## src/sv/rfd_pkg.sv

```systemverilog
// shared types, constants and decode tables for the rf remote frame decoder
package rfd_pkg;

    localparam int PulseW     = 16;
    localparam int CountW     = 6;
    localparam int FrameBitsW = 24;
    localparam int SysCodeW   = 20;
    localparam int NibW       = 4;
    localparam int CfgIndexW  = 2;

    localparam logic [CountW-1:0] LastPulseIdx = 6'd49;
    localparam logic [CountW-1:0] DataPulses   = 6'd48;
    localparam logic [CountW-1:0] CountMax     = 6'd63;

    localparam logic [PulseW-1:0] ThresholdReset = 16'd550;
    localparam logic [PulseW-1:0] FooterMinReset = 16'd6480;
    localparam logic [PulseW-1:0] FooterMaxReset = 16'd7920;

    // only the low nibble of the 0x13 type mask can hit a 4-bit nibble
    localparam logic [NibW-1:0] TypeMask = 4'h3;

    localparam int QueueDepth  = 2;
    localparam int QueuePtrW   = $clog2(QueueDepth);
    localparam int QueueCountW = $clog2(QueueDepth + 1);

    typedef enum logic [CfgIndexW-1:0] {
        CFG_BIT_THRESHOLD = 2'd0,
        CFG_FOOTER_MIN    = 2'd1,
        CFG_FOOTER_MAX    = 2'd2
    } cfg_index_t;

    // one finished train on its way to the decoder
    typedef struct packed {
        logic                  ok;
        logic [FrameBitsW-1:0] bits;
    } frame_t;

    function automatic logic [NibW-1:0] hash_a(input logic [NibW-1:0] n);
        logic [NibW-1:0] r;
        case (n)
            4'h0: r = 4'h0;
            4'h1: r = 4'h9;
            4'h2: r = 4'hF;
            4'h3: r = 4'h4;
            4'h4: r = 4'hA;
            4'h5: r = 4'hD;
            4'h6: r = 4'h5;
            4'h7: r = 4'hB;
            4'h8: r = 4'h3;
            4'h9: r = 4'h2;
            4'hA: r = 4'h1;
            4'hB: r = 4'h7;
            4'hC: r = 4'hE;
            4'hD: r = 4'h6;
            4'hE: r = 4'hC;
            default: r = 4'h8;
        endcase
        return r;
    endfunction

    function automatic logic [NibW-1:0] hash_b(input logic [NibW-1:0] n);
        logic [NibW-1:0] r;
        case (n)
            4'h0: r = 4'h0;
            4'h1: r = 4'h9;
            4'h2: r = 4'h5;
            4'h3: r = 4'hF;
            4'h4: r = 4'h3;
            4'h5: r = 4'h6;
            4'h6: r = 4'hC;
            4'h7: r = 4'h7;
            4'h8: r = 4'hE;
            4'h9: r = 4'hD;
            4'hA: r = 4'h1;
            4'hB: r = 4'hB;
            4'hC: r = 4'h2;
            4'hD: r = 4'hA;
            4'hE: r = 4'h4;
            default: r = 4'h8;
        endcase
        return r;
    endfunction

    function automatic logic [NibW-1:0] hash_sel(input logic type_a, input logic [NibW-1:0] n);
        logic [NibW-1:0] r;
        r = type_a ? hash_a(n) : hash_b(n);
        return r;
    endfunction

    // state nibbles that mean "on", one mask per group of four units
    function automatic logic [15:0] on_set(input logic type_a, input logic [1:0] grp);
        logic [15:0] r;
        case ({type_a, grp})
            3'b100: r = 16'h0462;
            3'b101: r = 16'h0984;
            3'b110: r = 16'hC009;
            3'b111: r = 16'h3210;
            3'b000: r = 16'h0898;
            3'b001: r = 16'h0606;
            default: r = 16'h0000;
        endcase
        return r;
    endfunction

endpackage

```

## src/sv/rfd_front.sv

```systemverilog
// front end: config registers, pulse counting, bit slicing and frame check
module rfd_front
(
    input  logic                           clk,
    input  logic                           rst_n,
    input  logic                           cfg_write,
    input  logic [rfd_pkg::CfgIndexW-1:0]  cfg_index,
    input  logic [rfd_pkg::PulseW-1:0]     cfg_data,
    input  logic                           in_valid,
    input  logic                           in_stall,
    input  logic [rfd_pkg::PulseW-1:0]     pulse_us,
    input  logic                           train_end,
    output logic                           push,
    output rfd_pkg::frame_t                push_frame
);
    import rfd_pkg::*;

    logic [PulseW-1:0]     threshold_reg, threshold_next;
    logic [PulseW-1:0]     footer_min_reg, footer_min_next;
    logic [PulseW-1:0]     footer_max_reg, footer_max_next;
    logic [CountW-1:0]     count_reg, count_next;
    logic [FrameBitsW-1:0] bits_reg, bits_next;
    logic                  accept;
    logic                  data_pulse;
    logic [FrameBitsW-1:0] bits_shifted;

    always_comb
    begin
        threshold_next  = threshold_reg;
        footer_min_next = footer_min_reg;
        footer_max_next = footer_max_reg;
        if (cfg_write)
        begin
            case (cfg_index_t'(cfg_index))
                CFG_BIT_THRESHOLD: threshold_next  = cfg_data;
                CFG_FOOTER_MIN:    footer_min_next = cfg_data;
                CFG_FOOTER_MAX:    footer_max_next = cfg_data;
                default:           ;
            endcase
        end
    end

    assign accept     = in_valid && !in_stall;
    // odd pulses below 48 carry the data bits
    assign data_pulse = count_reg[0] && (count_reg < DataPulses);

    always_comb
    begin
        bits_shifted = bits_reg;
        if (data_pulse)
        begin
            bits_shifted = {bits_reg[FrameBitsW-2:0], (pulse_us <= threshold_reg)};
        end
    end

    always_comb
    begin
        count_next = count_reg;
        bits_next  = bits_reg;
        if (accept)
        begin
            if (train_end)
            begin
                count_next = '0;
                bits_next  = '0;
            end
            else
            begin
                bits_next = bits_shifted;
                if (count_reg != CountMax)
                begin
                    count_next = count_reg + CountW'(1);
                end
            end
        end
    end

    assign push            = accept && train_end;
    assign push_frame.ok   = (count_reg == LastPulseIdx) && (pulse_us >= footer_min_reg)
                             && (pulse_us <= footer_max_reg);
    assign push_frame.bits = bits_shifted;

    always_ff @(posedge clk or negedge rst_n)
    begin
        if (!rst_n)
        begin
            threshold_reg  <= ThresholdReset;
            footer_min_reg <= FooterMinReset;
            footer_max_reg <= FooterMaxReset;
            count_reg      <= '0;
            bits_reg       <= '0;
        end
        else
        begin
            threshold_reg  <= threshold_next;
            footer_min_reg <= footer_min_next;
            footer_max_reg <= footer_max_next;
            count_reg      <= count_next;
            bits_reg       <= bits_next;
        end
    end

endmodule

```

## src/sv/rfd_queue.sv

```systemverilog
// short frame queue between the front end and the decoder
module rfd_queue
(
    input  logic            clk,
    input  logic            rst_n,
    input  logic            push,
    input  rfd_pkg::frame_t push_frame,
    input  logic            pop,
    output logic            head_valid,
    output rfd_pkg::frame_t head_frame,
    output logic            full
);
    import rfd_pkg::*;

    frame_t                 mem_reg [QueueDepth];
    logic [QueuePtrW-1:0]   wr_ptr_reg, wr_ptr_next;
    logic [QueuePtrW-1:0]   rd_ptr_reg, rd_ptr_next;
    logic [QueueCountW-1:0] count_reg, count_next;

    assign head_valid = (count_reg != '0);
    assign full       = (count_reg == QueueCountW'(QueueDepth));
    assign head_frame = mem_reg[rd_ptr_reg];

    always_comb
    begin
        wr_ptr_next = wr_ptr_reg;
        rd_ptr_next = rd_ptr_reg;
        count_next  = count_reg;
        if (push)
        begin
            wr_ptr_next = (wr_ptr_reg == QueuePtrW'(QueueDepth - 1)) ? '0
                          : wr_ptr_reg + QueuePtrW'(1);
        end
        if (pop)
        begin
            rd_ptr_next = (rd_ptr_reg == QueuePtrW'(QueueDepth - 1)) ? '0
                          : rd_ptr_reg + QueuePtrW'(1);
        end
        if (push && !pop)
        begin
            count_next = count_reg + QueueCountW'(1);
        end
        else if (pop && !push)
        begin
            count_next = count_reg - QueueCountW'(1);
        end
    end

    always_ff @(posedge clk)
    begin
        if (push)
        begin
            mem_reg[wr_ptr_reg] <= push_frame;
        end
    end

    always_ff @(posedge clk or negedge rst_n)
    begin
        if (!rst_n)
        begin
            wr_ptr_reg <= '0;
            rd_ptr_reg <= '0;
            count_reg  <= '0;
        end
        else
        begin
            wr_ptr_reg <= wr_ptr_next;
            rd_ptr_reg <= rd_ptr_next;
            count_reg  <= count_next;
        end
    end

endmodule

```

## src/sv/rfd_back.sv

```systemverilog
// back end: nibble decode and the registered result stage
module rfd_back
(
    input  logic                            clk,
    input  logic                            rst_n,
    input  logic                            head_valid,
    input  rfd_pkg::frame_t                 head_frame,
    output logic                            pop,
    output logic                            out_valid,
    input  logic                            out_stall,
    output logic                            frame_ok,
    output logic [rfd_pkg::SysCodeW-1:0]    system_code,
    output logic [rfd_pkg::NibW-1:0]        unit_number,
    output logic                            switch_on,
    output logic [rfd_pkg::FrameBitsW-1:0]  frame_bits
);
    import rfd_pkg::*;

    logic [NibW-1:0]       n1, n2, n3, n4, n5;
    logic [NibW-1:0]       d3, d4, d5;
    logic [NibW-1:0]       unit;
    logic                  type_a;
    logic [15:0]           on_mask;
    logic                  on;
    logic                  out_valid_reg, out_valid_next;
    logic                  ok_reg;
    logic [SysCodeW-1:0]   code_reg;
    logic [NibW-1:0]       unit_reg;
    logic                  on_reg;
    logic [FrameBitsW-1:0] bits_reg;

    // first received bit sits in the msb
    assign n1 = head_frame.bits[23:20];
    assign n2 = head_frame.bits[19:16];
    assign n3 = head_frame.bits[15:12];
    assign n4 = head_frame.bits[11:8];
    assign n5 = head_frame.bits[7:4];

    assign type_a = ((n1 & TypeMask) != '0);
    assign d3     = n3 ^ hash_sel(type_a, n2);
    assign d4     = n4 ^ hash_sel(type_a, n3);
    assign d5     = n5 ^ hash_sel(type_a, n4);

    // unit bits arrive lsb first
    assign unit    = {head_frame.bits[0], head_frame.bits[1],
                      head_frame.bits[2], head_frame.bits[3]};
    assign on_mask = on_set(type_a, unit[3:2]);
    assign on      = on_mask[n5];

    assign pop = head_valid && (!out_valid_reg || !out_stall);

    always_comb
    begin
        out_valid_next = out_valid_reg;
        if (pop)
        begin
            out_valid_next = 1'b1;
        end
        else if (!out_stall)
        begin
            out_valid_next = 1'b0;
        end
    end

    always_ff @(posedge clk or negedge rst_n)
    begin
        if (!rst_n)
        begin
            out_valid_reg <= 1'b0;
        end
        else
        begin
            out_valid_reg <= out_valid_next;
        end
    end

    always_ff @(posedge clk)
    begin
        if (pop)
        begin
            ok_reg   <= head_frame.ok;
            code_reg <= head_frame.ok ? {n1, 4'h0, d3, d4, d5} : '0;
            unit_reg <= head_frame.ok ? unit : '0;
            on_reg   <= head_frame.ok && on;
            bits_reg <= head_frame.ok ? head_frame.bits : '0;
        end
    end

    assign out_valid   = out_valid_reg;
    assign frame_ok    = ok_reg;
    assign system_code = code_reg;
    assign unit_number = unit_reg;
    assign switch_on   = on_reg;
    assign frame_bits  = bits_reg;

endmodule

```

## src/sv/rf_remote_frame_decoder.sv

```systemverilog
// top level of the rf remote frame decoder
//
//  channel | direction | handshake            | payload
//  --------+-----------+----------------------+------------------------------------------
//  in      | input     | in_valid / in_stall  | pulse_us, train_end
//  out     | output    | out_valid / out_stall| frame_ok, system_code, unit_number,
//          |           |                      | switch_on, frame_bits
//  cfg     | input     | cfg_write            | cfg_index, cfg_data
//
// one pulse request is taken every cycle while in_stall is low; a train_end request
// passes its result through a queue entry and the output register when the output is free
// in_stall rises only while the two-entry frame queue is full behind a stalled output
// reset clears the pulse counter, the collected bits, the queue and the output valid,
// and loads the three config registers with their defaults
module rf_remote_frame_decoder
(
    input  logic                            clk,
    input  logic                            rst_n,
    input  logic                            cfg_write,
    input  logic [rfd_pkg::CfgIndexW-1:0]   cfg_index,
    input  logic [rfd_pkg::PulseW-1:0]      cfg_data,
    input  logic                            in_valid,
    output logic                            in_stall,
    input  logic [rfd_pkg::PulseW-1:0]      pulse_us,
    input  logic                            train_end,
    output logic                            out_valid,
    input  logic                            out_stall,
    output logic                            frame_ok,
    output logic [rfd_pkg::SysCodeW-1:0]    system_code,
    output logic [rfd_pkg::NibW-1:0]        unit_number,
    output logic                            switch_on,
    output logic [rfd_pkg::FrameBitsW-1:0]  frame_bits
);
    import rfd_pkg::*;

    logic   push;
    frame_t push_frame;
    logic   pop;
    logic   head_valid;
    frame_t head_frame;
    logic   q_full;

    assign in_stall = q_full;

    rfd_front u_front
    (
        .clk        (clk),
        .rst_n      (rst_n),
        .cfg_write  (cfg_write),
        .cfg_index  (cfg_index),
        .cfg_data   (cfg_data),
        .in_valid   (in_valid),
        .in_stall   (q_full),
        .pulse_us   (pulse_us),
        .train_end  (train_end),
        .push       (push),
        .push_frame (push_frame)
    );

    rfd_queue u_queue
    (
        .clk        (clk),
        .rst_n      (rst_n),
        .push       (push),
        .push_frame (push_frame),
        .pop        (pop),
        .head_valid (head_valid),
        .head_frame (head_frame),
        .full       (q_full)
    );

    rfd_back u_back
    (
        .clk         (clk),
        .rst_n       (rst_n),
        .head_valid  (head_valid),
        .head_frame  (head_frame),
        .pop         (pop),
        .out_valid   (out_valid),
        .out_stall   (out_stall),
        .frame_ok    (frame_ok),
        .system_code (system_code),
        .unit_number (unit_number),
        .switch_on   (switch_on),
        .frame_bits  (frame_bits)
    );

`ifndef SYNTHESIS
    // a full queue only builds up behind a result that is still waiting
    assert property (@(posedge clk) disable iff (!rst_n) in_stall |-> out_valid)
        else $error("queue full without a pending result");

    // rejected frames carry all-zero fields
    assert property (@(posedge clk) disable iff (!rst_n)
        (out_valid && !frame_ok) |-> (system_code == '0 && unit_number == '0
                                      && !switch_on && frame_bits == '0))
        else $error("rejected frame with nonzero fields");

    // system code keeps the first nibble and a zero second nibble
    assert property (@(posedge clk) disable iff (!rst_n)
        (out_valid && frame_ok) |-> (system_code[19:16] == frame_bits[23:20]
                                     && system_code[15:12] == 4'h0))
        else $error("system code layout mismatch");

    // nothing reaches the queue while it is full
    assert property (@(posedge clk) disable iff (!rst_n)
        (q_full && !pop) |-> !push)
        else $error("push into full queue");
`endif

endmodule
```

## config.mk

```make
export PLATFORM = sky130hd
export DESIGN_NAME = rf_remote_frame_decoder
export DESIGN_NICKNAME = d
export VERILOG_FILES = /design/src/sv/rfd_pkg.sv /design/src/sv/rfd_front.sv /design/src/sv/rfd_queue.sv /design/src/sv/rfd_back.sv /design/src/sv/rf_remote_frame_decoder.sv
export SDC_FILE = /design/constraint.sdc
export NUM_CORES = 1
export LEC_CHECK = 0
export ABC_AREA = 1
export BUFFER_PORTS_ARGS = -buffer_cell sky130_fd_sc_hd__buf_2
export CAP_MARGIN = 40
export CORE_MARGIN = 10
export CORE_UTILIZATION = 48
export CTS_BUF_LIST = sky130_fd_sc_hd__clkbuf_4 sky130_fd_sc_hd__clkbuf_8
export DETAILED_ROUTE_END_ITERATION = 12
export GPL_TIMING_DRIVEN = 0
export MAX_ROUTING_LAYER = met4
export PLACE_DENSITY = 0.77
export SYNTH_ARGS = -nofsm -noshare
export SYNTH_HDL_FRONTEND = slang
export SYNTH_SLANG_ARGS = --single-unit
```

## constraint.sdc

```tcl
create_clock -name clk -period 2.9 [get_ports clk]
set_clock_uncertainty 0.15 [all_clocks]
set_input_delay 0.58 -clock clk [delete_from_list [all_inputs] [get_ports clk]]
set_output_delay 0.58 -clock clk [all_outputs]
set_load 0.02 [all_outputs]
```

==> flow_summary.toml, run 1 <==
[synth]
synthDistinctLibCells = 43
synth_cells = 1089
synth.avg_cell_area_um2 = 8.72
ys_seq_area_share_pct = 49.9
ys_ff_latch = 171
ys_warn_count = 0
synthArstFlopShare_pct = 48.5
synth_edf_count = 88
synthFlopType = "edfxtp_1"
syn_area_mm2 = 0.00950

[clock_network]
clk_pin_slew_ns = 0.09
cts_tree = "done"
ctsLongestPathBuffers = 2
numCtsBuffers = 17
cts_max_level = 4
numClockSinks = 171
clockRootBuffer = "clkbuf_8"
clk-insertion-delay-late_ns = 0.45
post-cts-setup-buffer-count = 0

[power_and_ir_drop]
cellPowerDensity_mw_per_mm2 = 932
combPwrFrac_pct = 48.4
leakage_nw = 5.14
p_sw_mw = 4.23
power.share.sequential_pct = 35.1
pwr-share-clk_pct = 16.5
p_sw_share_pct = 42.0
p_total_mw = 10.1
peakVddDrop_v = 0.000434
cell_internal_pwr_mw = 5.84

[grt]
antenna_found_initial = 0
grt_pass1_vias = 6946
met1_usage_pct = 18.7
busiest_layer = "met2"
grt_pass1_wl_um = 32700
gr-usage-met2_pct = 26.3
grt.total_usage_pct = 15.7
use_met3_pct = 3.22
gr-total-overflow = 0
grt_max_degree = 52

[critical_path]
cp.required_ns = 2.95
critPathMaxStageDelay_ns = 0.39
cp-end-kind = "flop"
reg2reg_from = "u_queue.rd_ptr_reg"
cp_num_buf_inv = 7
setup.worst_path.class = "flop to flop"
crit_family = "buffers and inverters"
startpoint = "u_queue.rd_ptr_reg"
slowest_stage = "dfrtp_1"
crit_arrival_ns = 2.73
crit_chain = "buf_6 -> inv_4 -> buf_6 -> buf_6 -> nand2_1 -> nand2_2 -> inv_2 -> ha_1 -> inv_1 -> o21ai_1 -> o211ai_1 -> nand2_1 -> o21ai_1 -> inv_1"
crit_path_max_fanout = 10
crit_top_cell = "buf_6"
crit_path_start_kind = "flop"

[detailed_routing]
drt_first_pass_iters = 5
postRouteAntennaNets = 0
wl_um = 19700
drt-vias-per-instance = 4.88
route.detailed.drc = 0
drtIter0Drc = 341
avgRoutedWirePerCell_um = 13.3
vias = 7224

[floorplanning]
io_pins = 92
start_util_pct = 48.8
die_height_um = 161
rows = 51
core-area_mm2 = 0.0195
fp.dieW_um = 161
die_area_mm2 = 0.0258

[layout]
antenna_cells = 0
largest_register_ffs = 50
drive_gt1_share_pct = 17.2
nets = 1312
syn_to_final_growth_pct = 13.8

[timing]
layout_min_cycle_time_ns = 2.68
finalHoldViolations = 0
maxSlewViolCount = 0
finalSetupViolations = 0
worst_slew_pin_slew_ns = 0.730
fin_crit_sh_pct = 92.5
holdWs_ns = 0.196
fmax_ghz = 0.373
slew_headroom_pct = 51.3
rsz0062_at_grt = "no"

[placement]
place.gp.congestion = 0.873
io_buffers = 87
post-dp-hpwl_um = 14900

[min_path]
min_path_type = "input port to flop"
hold_start = "out_stall"

[run_status]
status = "completed"

[flow_run]
drv_cap = 0
[logic make-up (layout without fill, tap and decap cells)]
kind of cell    after synthesis  in the layout  synth area share, %
fa+ha+maj                    69             69                 9.09
buf+inv                     214            338                 9.85
simple gates                418            418                 17.8
compound gates              211            211                 12.8
xor+xnor                      5              5                0.461
other cells                   1              4               0.0395
flops                       171            171                 49.9
[final timing paths]
| check | endpoint | slack [ns] | cells after the start |
|---|---|---|---|
| worst max-delay path | u_back.system_code[11] | 0.22 | 14 |
| worst min-delay path | u_back.out_valid | 0.20 | 3 |
| worst max register to register | u_back.system_code[11] | 0.22 | 14 |
| worst min register to register | u_front.bits_reg[0] | 0.34 | 2 |
| max in group asynchronous | u_front.footer_max_reg[7] | 1.47 | 3 |
| min in group asynchronous | u_front.footer_min_reg[14] | 0.46 | 2 |
[what timing repair did]
item,in CTS,in global routing
gates resized for setup,0,5
hold buffers,1,0
setup endpoints to repair,0,7
hold endpoints to repair,24,0
[per-stage QoR]
stage	cells	util [%]	area, um2	TNS, ns	setup slack (ns)
after global placement	1444	52.8	10300	-38.62	-0.775
after floorplan	1092	-	9510	0	0.212
after global routing	1481	55.5	10800	0	0.00264
after detailed placement	1448	53.4	10400	0	0.166
after CTS	1481	55.5	10800	0	0.130
final	1481	55.5	10800	0	0.218
[tightest hold or removal path, delay by kind of cell]
| family | cells | cell delay, ns |
|---|---|---|
| buffers and inverters | 1 | 0.07 |
| and+or+nand+nor | 2 | 0.11 |
[power by group through the flow]
stage               logic, mW  clock network (mW)  registers, mW
finish                   4.87                1.67           3.53
global route             5.52                1.79           3.60
CTS                      4.89                1.71           3.54
detailed placement       4.87                   0           3.59
global placement         4.70                   0           3.58
floorplan                3.19                   0           3.96
[cells in the final DEF (no fill, tap or decap), drive strengths merged]
cell	synthesis	final
o22ai	1	1
ha	69	69
nand2	304	304
dfstp	17	17
a21boi	3	3
inv	168	170
o21ai	146	146
dfrtp	66	66
dlygate4sd3	0	1
o2bb2ai	1	1
xor2	4	4
a31oi	1	1
edfxtp	88	88
conb	1	4
clkinvlp	0	1
nand3b	3	3
nor2	62	62
a22oi	1	1
o2111ai	5	5
xnor2	1	1
o21a	3	3
a21oi	38	38
buf	32	123
nor3	5	5
nand4	7	7
clkinv	0	5
nand3	34	34
or2	3	3
bufinv	0	2
clkbuf	14	36
o211ai	12	12
[layout make-up]
class / count / area [um2]
Clock buffer: 22 / 278
Inverter: 168 / 638
Tap cell: 265 / 332
Sequential cell: 171 / 4740
Multi-Input combinational cell: 707 / 3840
Timing Repair Buffer: 92 / 558
Clock inverter: 10 / 119
Buffer: 46 / 298
Fill cell: 1718 / 8650
[per-layer routing]
layer	routed length [um]	part of all wire [%]	vias to the layer above
li1	-	-	3751
met1	8780	44	3270
met2	9660	49	177
met3	998	5.1	26
met4	305	1.5	0
met5	0	0	-
[synth_stat cells, types with 2 or more instances]
cell type | count | area, um2
nand2_2 | 8 | 50.1
nor3_1 | 5 | 25.0
nand4_1 | 7 | 43.8
o21ai_0 | 127 | 636
inv_1 | 162 | 608
nand2_1 | 295 | 1110
edfxtp_1 | 88 | 2640
o211ai_1 | 11 | 82.6
o21a_1 | 3 | 22.5
buf_2 | 10 | 50.1
o21ai_2 | 4 | 35.0
nand3b_1 | 3 | 22.5
o2111ai_1 | 4 | 35.0
inv_4 | 3 | 18.8
nand3_1 | 34 | 170
dfrtp_1 | 66 | 1650
a21boi_0 | 2 | 15.0
nor2_2 | 2 | 12.5
buf_6 | 8 | 90.1
a21oi_2 | 2 | 17.5
o21ai_1 | 10 | 50.1
dfstp_2 | 17 | 447
or2_2 | 2 | 12.5
o21ai_4 | 5 | 81.3
a21oi_1 | 36 | 180
clkbuf_1 | 14 | 52.6
xor2_1 | 4 | 35.0
ha_1 | 69 | 863
inv_2 | 3 | 11.3
buf_4 | 14 | 105
nor2_1 | 59 | 221
Note: power is estimated with default switching activity, not from simulation.
==> run 2, diff against run 1 <==
- RECOVER_POWER: unset -> 100
==> run 2 against run 1 <==
  * Total power decreased by 1.4%
  * Worst hold slack worse by 0.0024 ns
  * Highest routed layer unchanged
  * Global-route usage stayed put
  * Sequential cell count stayed put
  * Wire length rose by 0.58%
  * Register-to-register slack lost 0.03 ns
  * Critical path depth unchanged
  * The flow now finishes with violations (max-capacitance violations, max-slew violations)
  * Fmax fell by 1.2%
  * Combinational power down 3%
  * Core utilization down 0.56 points
  * Count of clock-buffer cells in the layout unchanged
  * Cell count is the same
==> flow_summary.toml, run 2 (synthesized netlist as in run 1, its figures left out) <==
[placement]
io_buffers = 87
place.gp.congestion = 0.873
place_area_mm2 = 0.0104
post-dp-hpwl_um = 14900
placed_cells = 1448
pre_cts_ws_ns = 0.166

[critical_path]
setup.worst_path.class = "flop to flop"
crit_top_cell = "buf_6"
cp.required_ns = 2.95
slowest_stage = "dfrtp_1"
rrSetupSlack_ns = 0.19
cp-end-kind = "flop"
reg2reg_from = "u_queue.rd_ptr_reg"
crit_family = "buffers and inverters"
crit_chain = "buf_6 -> inv_4 -> buf_6 -> buf_6 -> nand2_1 -> nand2_2 -> inv_2 -> ha_1 -> inv_1 -> o21ai_1 -> o211ai_1 -> nand2_1 -> o21ai_0 -> inv_1"
crit_path_start_kind = "flop"
critPathMaxStageDelay_ns = 0.39
crit_path_max_fanout = 10
cp_num_buf_inv = 7
r2r_cells = 14
crit_arrival_ns = 2.76
r2r-end = "u_back.system_code[11]"

[min_path]
min_path_type = "input port to flop"
hold_start = "out_stall"
hold_path_depth = 3
hold_path_end = "u_back.out_valid"

[detailed_routing]
drtIter0Drc = 333
route.detailed.drc = 0
avgRoutedWirePerCell_um = 13.4
drt_first_pass_iters = 5
wl_um = 19900
vias = 7237
drt-vias-per-instance = 4.89
postRouteAntennaNets = 0

[layout]
nets = 1312
largest_register_ffs = 50
antenna_cells = 0
fin_cells = 1481
fill_cells = 1759
seqCellArea_mm2 = 0.00474
mostFrequentLayoutCell = "nand2_1"
final_area_mm2 = 0.0107
drive_gt1_share_pct = 12.3
syn_to_final_growth_pct = 12.6
multi_input_area_mm2 = 0.00384
final_cell_mix = "295 x nand2_1, 160 x inv_1, 127 x o21ai_0"

[power_and_ir_drop]
cellPowerDensity_mw_per_mm2 = 928
leakage_nw = 4.95
p_total_mw = 9.93
peakVddDrop_v = 0.000433

[floorplanning]
die_height_um = 161
rows = 51
fp.dieW_um = 161
start_util_pct = 48.8
die_area_mm2 = 0.0258
core-area_mm2 = 0.0195
io_pins = 92

[clock_network]
clockRootBuffer = "clkbuf_8"
post-cts-setup-buffer-count = 0
cts_max_level = 4
numCtsBuffers = 17
numClockSinks = 171
clk_pin_slew_ns = 0.09
clk-insertion-delay-late_ns = 0.45
ctsLongestPathBuffers = 2
cts_tree = "done"

[grt]
grt.total_usage_pct = 15.7
antenna_found_initial = 0
gr-total-overflow = 0
grt_pass1_vias = 6946
grt_max_degree = 52
grt_pass1_wl_um = 32700

[timing]
slew_headroom_pct = -27.7
rsz0062_at_grt = "no"
worst_slew_pin_slew_ns = 1.92
maxSlewViolCount = 33
finalSetupViolations = 0
fin_crit_sh_pct = 93.6
layout_min_cycle_time_ns = 2.71
fmax_ghz = 0.368
finalHoldViolations = 0
worst_slack_ns = 0.186

[run_status]
violations = "max-capacitance violations, max-slew violations"
status = "finished, violations left"

[flow_run]
drv_cap = 1
## run 2: cell count changes in the layout (fill, tap and decap cells not counted), moves of 2 or more
cell / change
buf_2: -55
buf_4: -3
clkbuf_1: +58
o21ai_0: +2
## run 2: through the flow
stage	utilization (%)	TNS, ns	hold slack [ns]
4_1_cts	55.5	0	0.164
3_3_place_gp	52.8	-38.62	0.314
6_report	55.0	0	0.193
3_5_place_dp	53.4	0	0.321
2_1_floorplan	-	0	0.134
5_1_grt	55.0	0	0.187
## run 2: area by class of cell
type	instances	area share [%]
Sequential cell	171	44.3
Multi-Input combinational cell	707	35.9
Clock buffer	22	2.60
Clock inverter	10	1.11
Tap cell	265	3.10
Inverter	168	5.96
Buffer	46	2.65
Timing Repair Buffer	92	4.39
## run 2: per-layer routing
metal / routed length (um) / GRT usage [%] / vias to the layer above
met2: 9710 / 26.3 / 175
met3: 1120 / 3.22 / 30
met4: 331 / 5.34 / 0
met1: 8710 / 18.7 / 3278
met5: 0 / - / -
li1: - / - / 3754
## run 2: worst max-delay path by stage
stage | start | end | slack, ns | depth (start not counted)
floorplan | in_valid | u_queue.mem_reg[0][0] | 0.21 | 4
global placement | in_valid | u_queue.mem_reg[1][24] | -0.77 | 5
detailed placement | in_valid | u_queue.mem_reg[1][24] | 0.17 | 6
CTS | u_queue.rd_ptr_reg | u_back.system_code[4] | 0.13 | 15
global route | u_queue.rd_ptr_reg | u_back.system_code[10] | 0.003 | 16
finish | u_queue.rd_ptr_reg | u_back.system_code[11] | 0.19 | 14
## run 2: worst register-to-register path, delay by kind of cell, from the launching register on
family / cells / cell delay [ns]
AO/OA/AOI/OAI: 3 / 0.48
adder cells (fa/ha/maj): 1 / 0.32
buffers and inverters: 7 / 0.78
flip-flops: 1 / 0.39
AND/OR/NAND/NOR: 3 / 0.34
## run 2: where the power goes
part / switching, mW / total (mW) / internal, mW / leakage, nW
clock network: 0.838 / 1.67 / 0.830 / 0.205
logic: 3.20 / 4.72 / 1.52 / 2.85
registers: 0.206 / 3.55 / 3.34 / 1.89
total: 4.24 / 9.93 / 5.69 / 4.95
## run 2: timing repair
item | CTS | global route
gates resized for setup | 0 | 5
hold endpoints to repair | 24 | 0
hold buffers | 1 | 0
setup endpoints to repair | 0 | 7
==> run 3, diff against run 2 <==
- PLACE_DENSITY: 0.77 -> 0.79
==> run 3 against run 2 <==
  * The run still ends with max-capacitance violations, max-slew violations left
  * Fmax is 1.5% lower
  * First-iteration DRC count up 18%
  * Total power increased by 1.4%
  * Clock power up 9.6%
  * Sequential power is essentially flat
  * Design area barely moved
  * Via count grew 2.6%
  * Critical path depth increased by 1
  * Critical endpoint is now u_back.system_code[0]
==> flow_summary.toml, run 3 (synthesized netlist as in run 1, its figures left out) <==
[floorplanning]
core-area_mm2 = 0.0195
die_height_um = 161
die_area_mm2 = 0.0258
rows = 51
io_pins = 92
start_util_pct = 48.8
fp.dieW_um = 161

[grt]
grt_max_degree = 57
grt_pass1_wl_um = 33300
grt.total_usage_pct = 16.0
grt_pass1_vias = 7231
gr-total-overflow = 0
antenna_found_initial = 0

[detailed_routing]
vias = 7422
route.detailed.drc = 0
drt-vias-per-instance = 5.01
drtIter0Drc = 394
avgRoutedWirePerCell_um = 13.6
postRouteAntennaNets = 0
drt_first_pass_iters = 5
wl_um = 20100

[critical_path]
cp.required_ns = 2.98
critPathMaxStageDelay_ns = 0.39
crit_path_max_fanout = 10
slowest_stage = "dfrtp_1"
rrSetupSlack_ns = 0.14
r2r_cells = 15
crit_arrival_ns = 2.84
setup.worst_path.class = "flop to flop"
reg2reg_from = "u_queue.rd_ptr_reg"
r2r-end = "u_back.system_code[0]"
crit_path_start_kind = "flop"
crit_chain = "buf_6 -> inv_4 -> buf_6 -> buf_6 -> nand2_1 -> nand2_1 -> inv_1 -> ha_1 -> inv_1 -> o21ai_2 -> a21oi_2 -> o21ai_1 -> o211ai_1 -> nand2_1 -> inv_1"
cp-end-kind = "flop"

[flow_run]
drv_cap = 1

[timing]
fin_crit_sh_pct = 95.0
finalSetupViolations = 0
fmax_ghz = 0.363
finalHoldViolations = 0
holdWs_ns = 0.189
worst_slack_ns = 0.144
layout_min_cycle_time_ns = 2.76
rsz0062_at_grt = "yes"
worst_slew_pin_slew_ns = 1.65
maxSlewViolCount = 28
slew_headroom_pct = -10.2

[layout]
nets = 1312
fill_cells = 1719
multi_input_area_mm2 = 0.00383
seqCellArea_mm2 = 0.00474
largest_register_ffs = 50
drive_gt1_share_pct = 12.1
syn_to_final_growth_pct = 12.6
final_util_pct = 54.9
final_area_mm2 = 0.0107
mostFrequentLayoutCell = "nand2_1"
final_cell_mix = "295 x nand2_1, 162 x inv_1, 126 x o21ai_0"
antenna_cells = 0

[min_path]
min_path_type = "input port to flop"
hold_path_depth = 3
hold_path_end = "u_back.out_valid"
hold_start = "out_stall"

[clock_network]
cts_tree = "done"
cts_max_level = 4
ctsLongestPathBuffers = 2
numCtsBuffers = 17
numClockSinks = 171
clockRootBuffer = "clkbuf_8"
clk-insertion-delay-late_ns = 0.46
clk_pin_slew_ns = 0.09

[placement]
io_buffers = 87
place_area_mm2 = 0.0104
pre_cts_ws_ns = 0.0241
post-dp-hpwl_um = 15000
place.gp.congestion = 0.898

[power_and_ir_drop]
cellPowerDensity_mw_per_mm2 = 942
leakage_nw = 4.96
peakVddDrop_v = 0.000435

[run_status]
violations = "max-capacitance violations, max-slew violations"
status = "finished, violations left"
==> run 3: where the power goes <==
| part | leakage [nW] | switching [mW] | internal [mW] |
|---|---|---|---|
| Clock | 0.222 | 0.869 | 0.957 |
| Sequential | 1.89 | 0.204 | 3.34 |
| Combinational | 2.85 | 3.20 | 1.50 |
| Total | 4.96 | 4.28 | 5.79 |
==> run 3: final cells by class <==
cell class                 instances  area share (%)
tap                              265            3.10
multi-input combinational        707            35.8
timing repair buffer              92            4.10
buffer                            46            2.60
sequential                       171            44.3
clock buffer                      23            2.78
inverter                         168            5.97
clock inverter                     9            1.28
==> run 3: worst max-delay path by stage <==
stage	from	endpoint	slack [ns]	cells after the start
floorplan	in_valid	u_queue.mem_reg[0][0]	0.21	4
global placement	in_valid	u_queue.mem_reg[1][19]	-0.76	5
CTS	u_queue.rd_ptr_reg	u_back.system_code[4]	0.14	15
detailed placement	in_valid	u_queue.mem_reg[0][7]	0.02	6
finish	u_queue.rd_ptr_reg	u_back.system_code[0]	0.14	15
global route	u_queue.count_reg[1]	u_queue.mem_reg[1][10]	-0.03	6
==> run 3: per-layer routing <==
layer	track usage, %	wire length, um
met4	5.93	329
met2	27.2	9820
met1	18.2	8730
met5	-	0
met3	3.45	1220
==> run 3: worst max-delay path: cells and delay by family, from the launching register on <==
| kind | cells | cell delay, ns |
|---|---|---|
| AO/OA/AOI/OAI | 4 | 0.49 |
| flip-flops | 1 | 0.39 |
| AND/OR/NAND/NOR | 3 | 0.32 |
| adder cells (fa/ha/maj) | 1 | 0.35 |
| buffers and inverters | 7 | 0.82 |
==> run 3: repair_timing <==
action | CTS | global route
hold buffers | 1 | 0
endpoints found under the setup margin | 0 | 26
setup buffers | 0 | 0
gates resized for setup | 0 | 3
hold endpoints to repair | 21 | 0
==> run 3: through the flow <==
| step | setup TNS (ns) | power [mW] | std cells |
|---|---|---|---|
| 2_1_floorplan | 0 | 7.15 | 1092 |
| 3_3_place_gp | -37.62 | 8.28 | 1444 |
| 3_5_place_dp | 0 | 8.43 | 1448 |
| 4_1_cts | 0 | 10.3 | 1481 |
| 5_1_grt | -0.421 | 10.9 | 1481 |
| 6_report | 0 | 10.1 | 1481 |
